### src/rtl/fgu_ram.sv
// Generic single write port, single read port RAM with registered read.
// Depends on nothing.
module fgu_ram #(
  parameter int unsigned Width = 8,
  parameter int unsigned Depth = 32
) (
  input  logic                     clk_i,
  input  logic                     we_i,
  input  logic [$clog2(Depth)-1:0] waddr_i,
  input  logic [Width-1:0]         wdata_i,
  input  logic                     re_i,
  input  logic [$clog2(Depth)-1:0] raddr_i,
  output logic [Width-1:0]         rdata_o
);

  logic [Width-1:0] mem_q [Depth];
  logic [Width-1:0] rdata_q;

  always_ff @(posedge clk_i) begin
    if (we_i) begin
      mem_q[waddr_i] <= wdata_i;
    end
    if (re_i) begin
      rdata_q <= mem_q[raddr_i];
    end
  end

  assign rdata_o = rdata_q;

endmodule

### config.mk
export PLATFORM = sky130hd
export DESIGN_NAME = fgu_ram
export DESIGN_NICKNAME = d
export VERILOG_FILES = /design/src/rtl/fgu_ram.sv
export SDC_FILE = /design/constraint.sdc
export NUM_CORES = 1
export LEC_CHECK = 0
export CORE_MARGIN = 2
export CORE_UTILIZATION = 63
export DETAILED_ROUTE_END_ITERATION = 8
export DONT_BUFFER_PORTS = 1
export PLACE_DENSITY = 0.83
export RECOVER_POWER = 25
export SYNTH_ARGS = -nofsm -noshare
export SYNTH_HDL_FRONTEND = slang
export SYNTH_SLANG_ARGS = --single-unit
### constraint.sdc
create_clock -name clk_i -period 3.06 [get_ports clk_i]
set_input_delay 0.459 -clock clk_i [delete_from_list [all_inputs] [get_ports clk_i]]
set_output_delay 0.459 -clock clk_i [all_outputs]
set_load 0.02 [all_outputs]
==> impl_metrics.json <==
{
  "swShare_pct": 18.9,
  "nets": 446,
  "power.share.clock_pct": 41.5,
  "clockBufferDepth": 3,
  "viasPerCell": 6.76,
  "cts_setup_buffers": 0,
  "hold_violations": 0,
  "path_depth": 3,
  "synthDistinctLibCells": 14,
  "worstMarginPinSlew_ns": 0.881,
  "synth-seq-cells": 264,
  "r2r_start": "mem_q[31][7]",
  "diodes": 0,
  "die-area_sq_um": 17100,
  "core-area_sq_um": 15800,
  "cp_max_fo": 1,
  "post-route-period-util_pct": 65.1,
  "use_met3_pct": 6.64,
  "wl_per_cell_microns": 31.4,
  "overflow": 0,
  "first_global_vias": 4492,
  "grt_usage_pct": 25.8,
  "finalMaxSlewViolations": 0,
  "hold_path_end": "mem_q[1][6]",
  "switchingPower_w": 0.00138,
  "cts.root.buffer_cell": "clkbuf_16",
  "grtUsageMet1_pct": 38.8,
  "syn_inst": 417,
  "end_kind": "register",
  "layout_commonest_cell": "edfxtp_1",
  "drt-pass1-iter-count": 5,
  "die_y_microns": 131,
  "cp_common_cell": "mux4_2",
  "vdd_drop_max_v": 0.000485,
  "die_x_microns": 131,
  "crit_slowest_cell": "mux4_2",
  "postPlaceCellArea_sq_um": 10300,
  "antenna_found_initial": 0,
  "p_per_area_nw_per_um2": 660,
  "fin_skew_ns": 0.0102,
  "yosysSeqAreaShare_pct": 78.2,
  "syn_area_per_cell_sq_um": 24.3,
  "drt_wl_total_microns": 20700,
  "routabilityCongestion": 0.814,
  "rsz0062_at_grt": "false",
  "status": "completed",
  "hold_depth": 0,
  "p_leak_nw": 3.37,
  "post_cts_resized": 0,
  "fin_setup_tns_ns": 0,
  "final_antenna_net_count": 0,
  "rows": 46,
  "startpoint_type": "register",
  "hold_class": "in -> reg",
  "clk_pin_slew_worst_paths_ns": 0.06,
  "syn2layout_area_growth_pct": 9.64,
  "slew_headroom_pct": 41.0,
  "drtIter0Drc": 596,
  "path_buf_inv": 0,
  "grt-busiest-layer": "met1",
  "fillers": 888,
  "cp_slowest_stage_delay_ns": 0.55,
  "final_cell_mix": "edfxtp_1, mux4_2, nor2_1",
  "clk-insertion-delay-late_ns": 0.52,
  "hold_buffers": 0,
  "drc": 0,
  "setup_viol": 0,
  "ios": 29,
  "dp_hpwl_microns": 11900,
  "yosysTopAreaCellShare_pct": 78.2,
  "dr_total_vias": 4453,
  "cellInternalPower_w": 0.00595,
  "power_frac_comb_pct": 3.0,
  "fin_hold_ws_ns": 0.0342,
  "critPathRequiredTime_ns": 3.33,
  "grt_pass1_wl_microns": 30700,
  "fin_area_sq_um": 11100,
  "crit_type": "reg -> reg",
  "ff2ff_setup_slack_ns": 1.07,
  "port-buffer-count": 0,
  "path_cells": "mux4_2 > mux4_2 > mux2_2",
  "grt_use_met2_pct": 38.7,
  "synth_area_sq_um": 10100,
  "cts_buffers": 26,
  "yosys-top-cells-area": "edfxtp_1, mux4_2, nor2_1, mux2_2, buf_4",
  "yosys_warnings": 0,
  "max_clock_freq_ghz": 0.502,
  "drv_cap": 0,
  "yosysTopAreaCell": "edfxtp_1",
  "drive_above_1_share_pct": 28.7,
  "critPathTopFamily": "multiplexers",
  "start_util_pct": 64.0,
  "grt_max_degree": 65,
  "ctsHtreeMaxLevel": 1,
  "sequentialPowerShare_pct": 55.5,
  "finalWorstPathRequiredPeriod_ns": 1.99,
  "ff_latch_area_sq_um": 7930,
  "hp-start": "wdata_i[6]",
  "cp_data_arrival_time_ns": 2.26,
  "multi_input_area_sq_um": 2100,
  "cts_sinks": 264,
  "r2r_end": "rdata_o[7]",
  "cts_tree": "yes",
  "syn_nets": 438,
  "ff2ff_path_depth": 3
}
layout make-up:
cell class	count	area share, %
Sequential cell	264	71.4
Multi-Input combinational cell	133	18.9
Clock buffer	33	6.28
Tap cell	216	2.43
Clock inverter	13	1.04
flip-flops by register name, summed over array words and instances (netlist names):
name     cells
mem_q      256
rdata_o      8
logic make-up (layout without fill, tap and decap cells):
| logic type | after synthesis | count (layout) | synth area share [%] |
|---|---|---|---|
| flops | 264 | 264 | 78.2 |
| simple gates | 45 | 45 | 2.05 |
| buf+inv | 20 | 46 | 1.05 |
| mux | 88 | 88 | 18.7 |
power by group through the flow:
stage	Combinational, W	Clock (W)	Sequential, W
finish	0.000220	0.00304	0.00407
global route	0.000228	0.00322	0.00407
CTS	0.000220	0.00307	0.00407
detailed placement	0.000215	0	0.00415
global placement	0.000210	0	0.00414
floorplan	0.000214	0	0.00414
layer usage:
metal / share of wire (%) / wire length (microns) / up-vias
li1: - / - / 1801
met1: 39 / 8170 / 2333
met2: 47 / 9750 / 281
met3: 11 / 2240 / 38
met4: 2.6 / 544 / 0
met5: 0 / 0 / -
how the worst max path moves through the flow:
stage | end | slack (ns) | startpoint
finish | rdata_o[7] | 1.07 | mem_q[31][7]
global route | rdata_o[7] | 1.03 | mem_q[31][7]
CTS | rdata_o[7] | 1.06 | mem_q[31][7]
detailed placement | mem_q[16][1] | 0.91 | waddr_i[1]
global placement | mem_q[16][1] | 0.94 | waddr_i[1]
floorplan | rdata_o[0] | 0.66 | raddr_i[2]
through the flow:
| step | total power [W] | setup WS (ns) | std cells | utilization (%) |
|---|---|---|---|---|
| final | 0.00734 | 1.07 | 659 | 70.2 |
| after global routing | 0.00752 | 1.03 | 659 | 70.2 |
| after CTS | 0.00736 | 1.06 | 659 | 70.2 |
| after detailed placement | 0.00436 | 0.910 | 613 | 65.1 |
| after global placement | 0.00435 | 0.939 | 613 | 65.1 |
| after floorplan | 0.00435 | 0.659 | 417 | - |
cell usage after synthesis (all sizes together):
master,n
nor2,33
mux2,8
nand2,1
buf,14
nand3,2
or3b,3
clkbuf,6
nand3b,5
edfxtp,264
mux4,80
or3,1
No activity file was read; power rests on OpenSTA's default activity.
